**src/rtl/core/chb_pkg.sv**
```systemverilog
package chb_pkg;

    localparam int MAX_CODE_LENGTH_DEF = 16;
    localparam int MAX_SYMBOLS_DEF     = 256;

    localparam int CODE_W  = 16;  // partial code
    localparam int RANGE_W = 17;  // first code and range end
    localparam int BCODE_W = 18;  // running code during build
    localparam int OFF_W   = 9;   // value offset
    localparam int SUM_W   = 12;  // sum of up to 16 counts
    localparam int TAKEN_W = 5;   // bits taken, up to 16

    localparam logic [2:0] CMD_CLEAR  = 3'd0;
    localparam logic [2:0] CMD_LOAD   = 3'd1;
    localparam logic [2:0] CMD_APPEND = 3'd2;
    localparam logic [2:0] CMD_BUILD  = 3'd3;
    localparam logic [2:0] CMD_DECODE = 3'd4;

    localparam logic [2:0] STS_OK        = 3'd0;
    localparam logic [2:0] STS_NOT_BUILT = 3'd1;
    localparam logic [2:0] STS_MISMATCH  = 3'd2;
    localparam logic [2:0] STS_OVERSUB   = 3'd3;
    localparam logic [2:0] STS_BAD_PATH  = 3'd4;

    typedef struct packed {
        logic [2:0] cmd;
        logic [3:0] length_index;
        logic [7:0] count;
        logic [7:0] symbol_in;
        logic       bit_req;
    } t_chb_in;

    typedef struct packed {
        logic       symbol_valid;
        logic [7:0] symbol;
        logic [2:0] status;
    } t_chb_out;

    typedef enum logic [1:0] {
        S_IDLE,
        S_BUILD,
        S_BFIN,
        S_SYM
    } t_chb_state;

    // controller to datapath
    typedef struct packed {
        logic take;
        logic build_step;
        logic build_fin;
        logic sym_emit;
    } t_chb_ctl;

    // datapath to controller
    typedef struct packed {
        logic is_build;
        logic hit;
        logic build_last;
    } t_chb_sts;

endpackage

```
**src/rtl/core/chb_dpath.sv**
```systemverilog
module chb_dpath #(
    parameter int MAX_CODE_LENGTH = chb_pkg::MAX_CODE_LENGTH_DEF,
    parameter int MAX_SYMBOLS     = chb_pkg::MAX_SYMBOLS_DEF
) (
    input  logic             i_clk,
    input  logic             i_rst_n,
    input  chb_pkg::t_chb_in i_in_data,
    input  chb_pkg::t_chb_ctl i_ctl,
    output chb_pkg::t_chb_sts o_sts,
    output chb_pkg::t_chb_out o_out_data
);

    localparam int LW = (MAX_CODE_LENGTH > 1) ? $clog2(MAX_CODE_LENGTH) : 1;
    localparam int AW = $clog2(MAX_SYMBOLS);
    localparam int NW = $clog2(MAX_SYMBOLS + 1);
    localparam int CW = chb_pkg::CODE_W;
    localparam int RW = chb_pkg::RANGE_W;
    localparam int BW = chb_pkg::BCODE_W;
    localparam int OW = chb_pkg::OFF_W;
    localparam int SW = chb_pkg::SUM_W;
    localparam int TW = chb_pkg::TAKEN_W;

    // set-up and walk state
    logic [7:0]    r_counts [MAX_CODE_LENGTH];
    logic [NW-1:0] r_loaded;
    logic          r_built;
    logic [CW-1:0] r_partial;
    logic [TW-1:0] r_taken;
    logic [TW-1:0] r_lmax;
    logic [RW-1:0] r_end_max;

    // canonical tables
    logic [RW-1:0] r_first [MAX_CODE_LENGTH];
    logic [OW-1:0] r_off   [MAX_CODE_LENGTH];
    logic [RW-1:0] r_end   [MAX_CODE_LENGTH];

    // build iteration
    logic [LW-1:0] r_bi;
    logic [SW-1:0] r_sum;
    logic [BW-1:0] r_code;
    logic [OW-1:0] r_boff;
    logic          r_oversub;

    logic [7:0]    r_mem [MAX_SYMBOLS];
    logic [7:0]    r_rd;
    chb_pkg::t_chb_out r_out;

    logic [CW-1:0] w_partial;
    logic [TW-1:0] w_taken;
    logic [LW-1:0] w_li;
    logic          w_over;
    logic          w_in_range;
    logic [TW-1:0] w_gap;
    logic [RW-1:0] w_shift;
    logic          w_prefix;
    logic          w_hit;
    logic [RW-1:0] w_diff;
    logic [RW-1:0] w_sidx;
    logic [AW-1:0] w_idx;
    logic          w_full;
    logic          w_load_ok;
    logic [2:0]    w_status;
    logic [7:0]    w_bcnt;
    logic [BW-1:0] w_bend;
    logic [LW:0]   w_bsh;
    logic [BW-1:0] w_limit;
    logic [2:0]    w_bstatus;

    assign w_partial  = {r_partial[CW-2:0], i_in_data.bit_req};
    assign w_taken    = r_taken + TW'(1);
    assign w_li       = r_taken[LW-1:0];
    assign w_over     = (r_lmax == '0) || (w_taken > r_lmax);
    assign w_in_range = ({1'b0, w_partial} >= r_first[w_li]) &&
                        ({1'b0, w_partial} < r_end[w_li]);
    assign w_gap      = r_lmax - w_taken;
    assign w_shift    = {1'b0, w_partial} << w_gap[3:0];
    assign w_prefix   = w_shift < r_end_max;
    assign w_hit      = (i_in_data.cmd == chb_pkg::CMD_DECODE) && r_built &&
                        !w_over && w_in_range;
    assign w_diff     = {1'b0, w_partial} - r_first[w_li];
    assign w_sidx     = RW'(r_off[w_li]) + w_diff;
    assign w_idx      = w_sidx[AW-1:0];
    assign w_full     = r_loaded >= NW'(MAX_SYMBOLS);
    assign w_load_ok  = {1'b0, i_in_data.length_index} < 5'(MAX_CODE_LENGTH);

    assign w_bcnt  = r_counts[r_bi];
    assign w_bend  = r_code + BW'(w_bcnt);
    assign w_bsh   = {1'b0, r_bi} + (LW+1)'(1);
    assign w_limit = BW'(1) << w_bsh;

    assign o_sts.is_build   = i_in_data.cmd == chb_pkg::CMD_BUILD;
    assign o_sts.hit        = w_hit;
    assign o_sts.build_last = r_bi == LW'(MAX_CODE_LENGTH - 1);

    always_comb begin
        w_status = chb_pkg::STS_OK;
        if (i_in_data.cmd == chb_pkg::CMD_APPEND && w_full) begin
            w_status = chb_pkg::STS_MISMATCH;
        end else if (i_in_data.cmd == chb_pkg::CMD_DECODE) begin
            priority if (!r_built) begin
                w_status = chb_pkg::STS_NOT_BUILT;
            end else if (w_over) begin
                w_status = chb_pkg::STS_BAD_PATH;
            end else if (w_in_range || w_prefix) begin
                w_status = chb_pkg::STS_OK;
            end else begin
                w_status = chb_pkg::STS_BAD_PATH;
            end
        end
    end

    always_comb begin
        priority if (r_sum != SW'(r_loaded)) begin
            w_bstatus = chb_pkg::STS_MISMATCH;
        end else if (r_oversub) begin
            w_bstatus = chb_pkg::STS_OVERSUB;
        end else begin
            w_bstatus = chb_pkg::STS_OK;
        end
    end

    always_ff @(posedge i_clk) begin
        if (!i_rst_n) begin
            for (int i = 0; i < MAX_CODE_LENGTH; i++) begin
                r_counts[i] <= '0;
            end
            r_loaded  <= '0;
            r_built   <= 1'b0;
            r_partial <= '0;
            r_taken   <= '0;
            r_lmax    <= '0;
            r_end_max <= '0;
            r_bi      <= '0;
            r_sum     <= '0;
            r_code    <= '0;
            r_boff    <= '0;
            r_oversub <= 1'b0;
        end else if (i_ctl.take) begin
            unique case (i_in_data.cmd)
                chb_pkg::CMD_CLEAR: begin
                    for (int i = 0; i < MAX_CODE_LENGTH; i++) begin
                        r_counts[i] <= '0;
                    end
                    r_loaded  <= '0;
                    r_built   <= 1'b0;
                    r_partial <= '0;
                    r_taken   <= '0;
                end
                chb_pkg::CMD_LOAD: begin
                    if (w_load_ok) begin
                        r_counts[i_in_data.length_index[LW-1:0]] <= i_in_data.count;
                        r_built   <= 1'b0;
                        r_partial <= '0;
                        r_taken   <= '0;
                    end
                end
                chb_pkg::CMD_APPEND: begin
                    if (!w_full) begin
                        r_loaded  <= r_loaded + NW'(1);
                        r_built   <= 1'b0;
                        r_partial <= '0;
                        r_taken   <= '0;
                    end
                end
                chb_pkg::CMD_BUILD: begin
                    r_built   <= 1'b0;
                    r_partial <= '0;
                    r_taken   <= '0;
                    r_lmax    <= '0;
                    r_end_max <= '0;
                    r_bi      <= '0;
                    r_sum     <= '0;
                    r_code    <= '0;
                    r_boff    <= '0;
                    r_oversub <= 1'b0;
                end
                chb_pkg::CMD_DECODE: begin
                    if (r_built) begin
                        // keep walking only while still a prefix of a longer code
                        if (w_over || w_in_range || !w_prefix) begin
                            r_partial <= '0;
                            r_taken   <= '0;
                        end else begin
                            r_partial <= w_partial;
                            r_taken   <= w_taken;
                        end
                    end
                end
                default: begin
                end
            endcase
        end else if (i_ctl.build_step) begin
            r_bi   <= r_bi + LW'(1);
            r_sum  <= r_sum + SW'(w_bcnt);
            r_boff <= r_boff + OW'(w_bcnt);
            r_code <= w_bend << 1;
            if (!r_oversub && w_bend > w_limit) begin
                r_oversub <= 1'b1;
            end
            if (w_bcnt != '0) begin
                r_lmax    <= TW'(w_bsh);
                r_end_max <= w_bend[RW-1:0];
            end
        end else if (i_ctl.build_fin) begin
            r_built <= w_bstatus == chb_pkg::STS_OK;
        end
    end

    // tables past an oversubscribed length are never used
    always_ff @(posedge i_clk) begin
        if (i_ctl.build_step && !r_oversub) begin
            r_first[r_bi] <= r_code[RW-1:0];
            r_off[r_bi]   <= r_boff;
            r_end[r_bi]   <= w_bend[RW-1:0];
        end
    end

    always_ff @(posedge i_clk) begin
        if (i_ctl.take) begin
            if (i_in_data.cmd == chb_pkg::CMD_APPEND && !w_full) begin
                r_mem[r_loaded[AW-1:0]] <= i_in_data.symbol_in;
            end
            r_rd <= r_mem[w_idx];
        end
    end

    always_ff @(posedge i_clk) begin
        if (i_ctl.take && !o_sts.is_build && !w_hit) begin
            r_out.symbol_valid <= 1'b0;
            r_out.symbol       <= '0;
            r_out.status       <= w_status;
        end else if (i_ctl.build_fin) begin
            r_out.symbol_valid <= 1'b0;
            r_out.symbol       <= '0;
            r_out.status       <= w_bstatus;
        end else if (i_ctl.sym_emit) begin
            r_out.symbol_valid <= 1'b1;
            r_out.symbol       <= r_rd;
            r_out.status       <= chb_pkg::STS_OK;
        end
    end

    assign o_out_data = r_out;

endmodule

```
**src/rtl/core/chb_ctrl.sv**
```systemverilog
module chb_ctrl (
    input  logic              i_clk,
    input  logic              i_rst_n,
    input  logic              i_in_valid,
    output logic              o_in_stall,
    output logic              o_out_valid,
    input  logic              i_out_stall,
    input  chb_pkg::t_chb_sts i_sts,
    output chb_pkg::t_chb_ctl o_ctl
);

    chb_pkg::t_chb_state r_state;
    chb_pkg::t_chb_state n_state;
    logic                r_ov;
    logic                n_ov;
    logic                w_free;
    logic                w_load;

    // output register can take a word this cycle
    assign w_free = !r_ov || !i_out_stall;

    always_ff @(posedge i_clk) begin
        if (!i_rst_n) begin
            r_state <= chb_pkg::S_IDLE;
            r_ov    <= 1'b0;
        end else begin
            r_state <= n_state;
            r_ov    <= n_ov;
        end
    end

    always_comb begin
        n_state = r_state;
        o_ctl   = '0;
        w_load  = 1'b0;
        unique case (r_state)
            chb_pkg::S_IDLE: begin
                if (i_in_valid && w_free) begin
                    o_ctl.take = 1'b1;
                    priority if (i_sts.is_build) begin
                        n_state = chb_pkg::S_BUILD;
                    end else if (i_sts.hit) begin
                        n_state = chb_pkg::S_SYM;
                    end else begin
                        w_load = 1'b1;
                    end
                end
            end
            chb_pkg::S_BUILD: begin
                o_ctl.build_step = 1'b1;
                if (i_sts.build_last) begin
                    n_state = chb_pkg::S_BFIN;
                end
            end
            chb_pkg::S_BFIN: begin
                if (w_free) begin
                    o_ctl.build_fin = 1'b1;
                    w_load          = 1'b1;
                    n_state         = chb_pkg::S_IDLE;
                end
            end
            chb_pkg::S_SYM: begin
                if (w_free) begin
                    o_ctl.sym_emit = 1'b1;
                    w_load         = 1'b1;
                    n_state        = chb_pkg::S_IDLE;
                end
            end
            default: begin
                n_state = chb_pkg::S_IDLE;
            end
        endcase
        n_ov = w_load || (r_ov && i_out_stall);
    end

    assign o_in_stall  = !((r_state == chb_pkg::S_IDLE) && w_free);
    assign o_out_valid = r_ov;

endmodule

```
**src/rtl/core/canonical_huffman_bit_decoder.sv**
```systemverilog
// Channel  Direction  Handshake               Word
// in       input      i_in_valid/o_in_stall   i_in_data  (chb_pkg::t_chb_in)
// out      output     o_out_valid/i_out_stall o_out_data (chb_pkg::t_chb_out)
//
// Clear, load, append, unknown commands and decode bits that finish no code
// give their result word in the cycle after they are taken. A decode bit that
// completes a code passes S_SYM: the symbol comes from a registered read of
// the symbol memory. Build makes one pass over the lengths, one length a cycle.
// Reset (i_rst_n low, synchronous) clears counts, the walk and the built flag.
// A new word is taken while idle if the output register is empty or draining.
module canonical_huffman_bit_decoder #(
    parameter int MAX_CODE_LENGTH = chb_pkg::MAX_CODE_LENGTH_DEF,
    parameter int MAX_SYMBOLS     = chb_pkg::MAX_SYMBOLS_DEF
) (
    input  logic              i_clk,
    input  logic              i_rst_n,
    input  logic              i_in_valid,
    output logic              o_in_stall,
    input  chb_pkg::t_chb_in  i_in_data,
    output logic              o_out_valid,
    input  logic              i_out_stall,
    output chb_pkg::t_chb_out o_out_data
);

    chb_pkg::t_chb_ctl w_ctl;
    chb_pkg::t_chb_sts w_sts;

    chb_ctrl u_ctrl (
        .i_clk       (i_clk),
        .i_rst_n     (i_rst_n),
        .i_in_valid  (i_in_valid),
        .o_in_stall  (o_in_stall),
        .o_out_valid (o_out_valid),
        .i_out_stall (i_out_stall),
        .i_sts       (w_sts),
        .o_ctl       (w_ctl)
    );

    chb_dpath #(
        .MAX_CODE_LENGTH (MAX_CODE_LENGTH),
        .MAX_SYMBOLS     (MAX_SYMBOLS)
    ) u_dpath (
        .i_clk      (i_clk),
        .i_rst_n    (i_rst_n),
        .i_in_data  (i_in_data),
        .i_ctl      (w_ctl),
        .o_sts      (w_sts),
        .o_out_data (o_out_data)
    );

endmodule

```
**config.mk**
```make
export PLATFORM = sky130hd
export DESIGN_NAME = canonical_huffman_bit_decoder
export DESIGN_NICKNAME = d
export VERILOG_FILES = /design/src/rtl/core/chb_pkg.sv /design/src/rtl/core/chb_dpath.sv /design/src/rtl/core/chb_ctrl.sv /design/src/rtl/core/canonical_huffman_bit_decoder.sv
export SDC_FILE = /design/constraint.sdc
export NUM_CORES = 2
export LEC_CHECK = 0
export BUFFER_PORTS_ARGS = -buffer_cell sky130_fd_sc_hd__buf_2
export CORE_UTILIZATION = 35
export DETAILED_ROUTE_END_ITERATION = 10
export SETUP_SLACK_MARGIN = 0.5
export SYNTH_ARGS = -nofsm -noshare
export SYNTH_HDL_FRONTEND = slang
export SYNTH_HIERARCHICAL = 1
export SYNTH_SLANG_ARGS = --single-unit
```
**constraint.sdc**
```tcl
create_clock -name i_clk -period 14.8 [get_ports i_clk]
set_input_delay 1.48 -clock i_clk [delete_from_list [all_inputs] [get_ports i_clk]]
set_output_delay 1.48 -clock i_clk [all_outputs]
set_load 0.01 [all_outputs]
```
==> flow_metrics.env <==
export IMPL_outcome="complete, but fails checks"
export IMPL_violations="max-capacitance violations, max-slew violations"
export IMPL_cts_resized=0
export IMPL_n_fill_cell=29700
export IMPL_ys_flop_type="edfxtp_1"
export IMPL_clockBufferDepth=4
export IMPL_io_pins=42
export IMPL_yosysMostFrequentCell="edfxtp_1"
export IMPL_grt_max_degree=150
export IMPL_die_area_um2=342000
export IMPL_worst_r2r_setup_slack_ns=6.56
export IMPL_drive_gt1_share_pct=23.5
export IMPL_hpwl_um=174000
export IMPL_synthTopCellsByCount="2843 x edfxtp_1, 822 x mux4_2, 387 x nor2_1, 323 x nand2_1, 194 x clkbuf_1"
export IMPL_crit_top_cell="mux4_2"
export IMPL_start_kind="register"
export IMPL_ant_nets=0
export IMPL_path_max_fanout=76
export IMPL_netlist_area_leader_share_pct=71.9
export IMPL_total_power_uw=18100
export IMPL_synthTopCellsByArea="edfxtp_1 72%, mux4_2 16%, dfxtp_1 1.9%"
export IMPL_dr_pass1_iters=6
export IMPL_synth_cell_types=85
export IMPL_fin_crit_ns=8.24
export IMPL_slowest_stage="a311oi_1"
export IMPL_gp_congestion=0.827
export IMPL_ys_ff_latch=2957
export IMPL_syn_num_nets=6087
export IMPL_grt_usage_pct=17.4
export IMPL_nNetsFinal=6252
export IMPL_cp_cell_sequence="buf_4, mux4_2, mux4_2, inv_1, fa_1, ha_1, nor2b_1, o22a_1, xnor2_2, buf_4, buf_12, mux4_2, nand2_1, a311oi_1, a21oi_1, o21ai_0"
export IMPL_min_from="u_dpath/o_out_data[11]"
export IMPL_hold_path_class="register to register"
export IMPL_path_clk_slew_ns=0.06
export IMPL_cp_num_buf_inv=4
export IMPL_ctsHoldBuffers=0
export IMPL_r2r_cells=16
export IMPL_cts_inserted_buffers=307
export IMPL_hold_depth=2
export IMPL_cp_required_ns=15.50
export IMPL_viasPerCell=5.47
export IMPL_ir_drop_uv=80.5
export IMPL_routedWlPerCell_um=27.8
export IMPL_seq_area_frac_synth_pct=73.8
export IMPL_cts_num_sinks=2957
export IMPL_netlist_area_um2=119000
export IMPL_drtIter0Drc=6406
export IMPL_seq_area_um2=87700
export IMPL_clk_latency_ns=0.88
export IMPL_crit_type="register to register"
export IMPL_holdWs_ns=0.467
export IMPL_route_detailed_drc=0
export IMPL_via_count=59400
export IMPL_arrival_ns=8.94
export IMPL_syn_avg_cell_area_um2=20.0
export IMPL_crit_path_end_kind="register"
export IMPL_min_to="u_dpath/o_out_data[11]"
export IMPL_antenna_found_initial=11
export IMPL_tritoncts="done"
export IMPL_synthCells=5939
export IMPL_die_height_um=584
export IMPL_slew_headroom_pct=-2.75
export IMPL_cpLargestDelayFamily="buffers and inverters"
export IMPL_tightest_slew_ns=1.53
export IMPL_finalCritPeriodShare_pct=55.7
export IMPL_fin_setup_tns_ns=0
export IMPL_hold_viol_final=0
export IMPL_area_growth_pct=13.2
export IMPL_cap_violations=1
export IMPL_io_buffers=41
export IMPL_rsz0062_at_grt="no"
export IMPL_die_w_um=584
export IMPL_rows=213
export IMPL_async_flop_share_pct=0
export IMPL_synth_largest_area_cell="edfxtp_1"
export IMPL_multiInputGateArea_um2=29700
export IMPL_grt_pass1_wl_um=433000
export IMPL_grt_overflow_total=0
export IMPL_wirelength_um=301000
export IMPL_htree_levels=5
export IMPL_fin_skew_ns=0.0818
export IMPL_leakage_uw=0.0417
export IMPL_coreArea_um2=337000
export IMPL_cts_setup_buffers=0
export IMPL_timing_rr_end="u_dpath/r_rd[7]"
export IMPL_grt_pass1_vias=60300
export IMPL_setup_viol=0
export IMPL_synth_edf_count=2843
export IMPL_cts_root_buf="clkbuf_16"
export IMPL_slew_violations=2
export IMPL_clock_fmax_mhz=121
export IMPL_initial_core_util_pct=35.2
export IMPL_yosysWarnings=6
export IMPL_power_density_nw_per_um2=135
export IMPL_cp_depth=16
export IMPL_max_stage_delay_ns=1.31
tightest hold or removal path: stages (launching register included):
cell and delay [ns]:
dfxtp_1 0.32, nor2_1 0.04, nor2_1 0.07
cell usage in the layout (no fill, tap or decap), types with 11 or more instances in the layout:
cell type | netlist | final
xnor2_1 | 37 | 32
mux2i_1 | 90 | 90
nand4_1 | 16 | 16
o211ai_1 | 11 | 11
clkbuf_16 | 0 | 314
and2_1 | 140 | 140
nor2b_1 | 24 | 23
a311oi_1 | 37 | 36
nor2_1 | 387 | 375
nor3_1 | 21 | 16
a31oi_1 | 15 | 15
xor2_1 | 19 | 15
a21oi_1 | 62 | 61
buf_2 | 86 | 34
and3_1 | 32 | 32
a211oi_1 | 18 | 18
buf_4 | 9 | 130
mux4_2 | 822 | 822
inv_1 | 87 | 87
nor2_4 | 0 | 12
ha_1 | 110 | 108
bufinv_16 | 0 | 28
o21a_1 | 15 | 15
clkbuf_1 | 194 | 64
clkinv_2 | 0 | 43
edfxtp_1 | 2843 | 2843
clkinv_1 | 1 | 51
dfxtp_1 | 114 | 109
nand2_1 | 323 | 322
a21o_1 | 29 | 29
clkbuf_8 | 0 | 12
o21ai_0 | 42 | 40
a22o_1 | 35 | 35
nand3_1 | 102 | 101
nand2b_1 | 12 | 12
a22oi_1 | 31 | 31
cells by family after synthesis:
group                    Yosys count  synth area share [%]
adder cells (fa/ha/maj)          120                  1.33
buffers and inverters            412                  1.44
multiplexers                     918                  16.4
AND/OR/NAND/NOR                 1107                  4.27
flip-flops                      2957                  73.8
XOR/XNOR                          57                 0.432
AO/OA/AOI/OAI                    368                  2.28
where the power goes:
group	switching (uW)	internal (uW)	total [uW]
Combinational	828	479	1310
Sequential	29.8	9170	9200
Clock	3170	4400	7570
Total	4030	14000	18100
worst max-delay path by stage:
| stage | startpoint | end | slack, ns |
|---|---|---|---|
| final | register | u_dpath/r_rd[7] | 6.56 |
| after global routing | register | u_dpath/r_rd[7] | 6.03 |
| after CTS | register | u_dpath/r_rd[7] | 6.28 |
| after detailed placement | register | u_dpath/r_rd[7] | 6.26 |
| after global placement | register | u_dpath/r_rd[6] | 6.09 |
| after floorplan | register | u_dpath/r_rd[1] | 8.70 |
metrics by stage:
step	cells	util, %	setup WS (ns)	instance area (um2)
after global placement	10300	37.0	6.09	125000
after global routing	10800	39.9	6.03	134000
final	10800	39.9	6.56	134000
after floorplan	5939	-	8.70	119000
after CTS	10800	39.9	6.28	134000
after detailed placement	10300	37.0	6.26	125000
routing by layer:
layer | wire [um] | track usage [%]
met5 | 27 | 0
met4 | 8070 | 4.76
met2 | 146000 | 28.4
met1 | 126000 | 24.0
met3 | 21300 | 2.99
registers in the layout, summed over array words and instances (netlist names), 5 cells and up, named ones only:
signal	count
u_dpath/r_taken	5
u_dpath/r_first	256
u_dpath/r_loaded	9
u_dpath/r_code	17
u_dpath/r_lmax	5
u_dpath/r_partial	15
u_dpath/r_rd	8
u_dpath/r_end_max	17
u_dpath/r_sum	12
u_dpath/o_out_data	12
u_dpath/r_boff	8
u_dpath/r_counts	128
u_dpath/r_off	128
u_dpath/r_end	272
u_dpath/r_mem	2048
cell type report:
class                      instances  share of cell area, %
clock inverter                   149                   1.15
antenna                            6                 0.0112
tap                             4515                   4.20
timing repair buffer             179                   1.04
sequential                      2957                   65.2
clock buffer                     382                   6.07
multi-input combinational       2570                   22.1
inverter                          89                  0.249
Power figures use the tool's default switching activity.
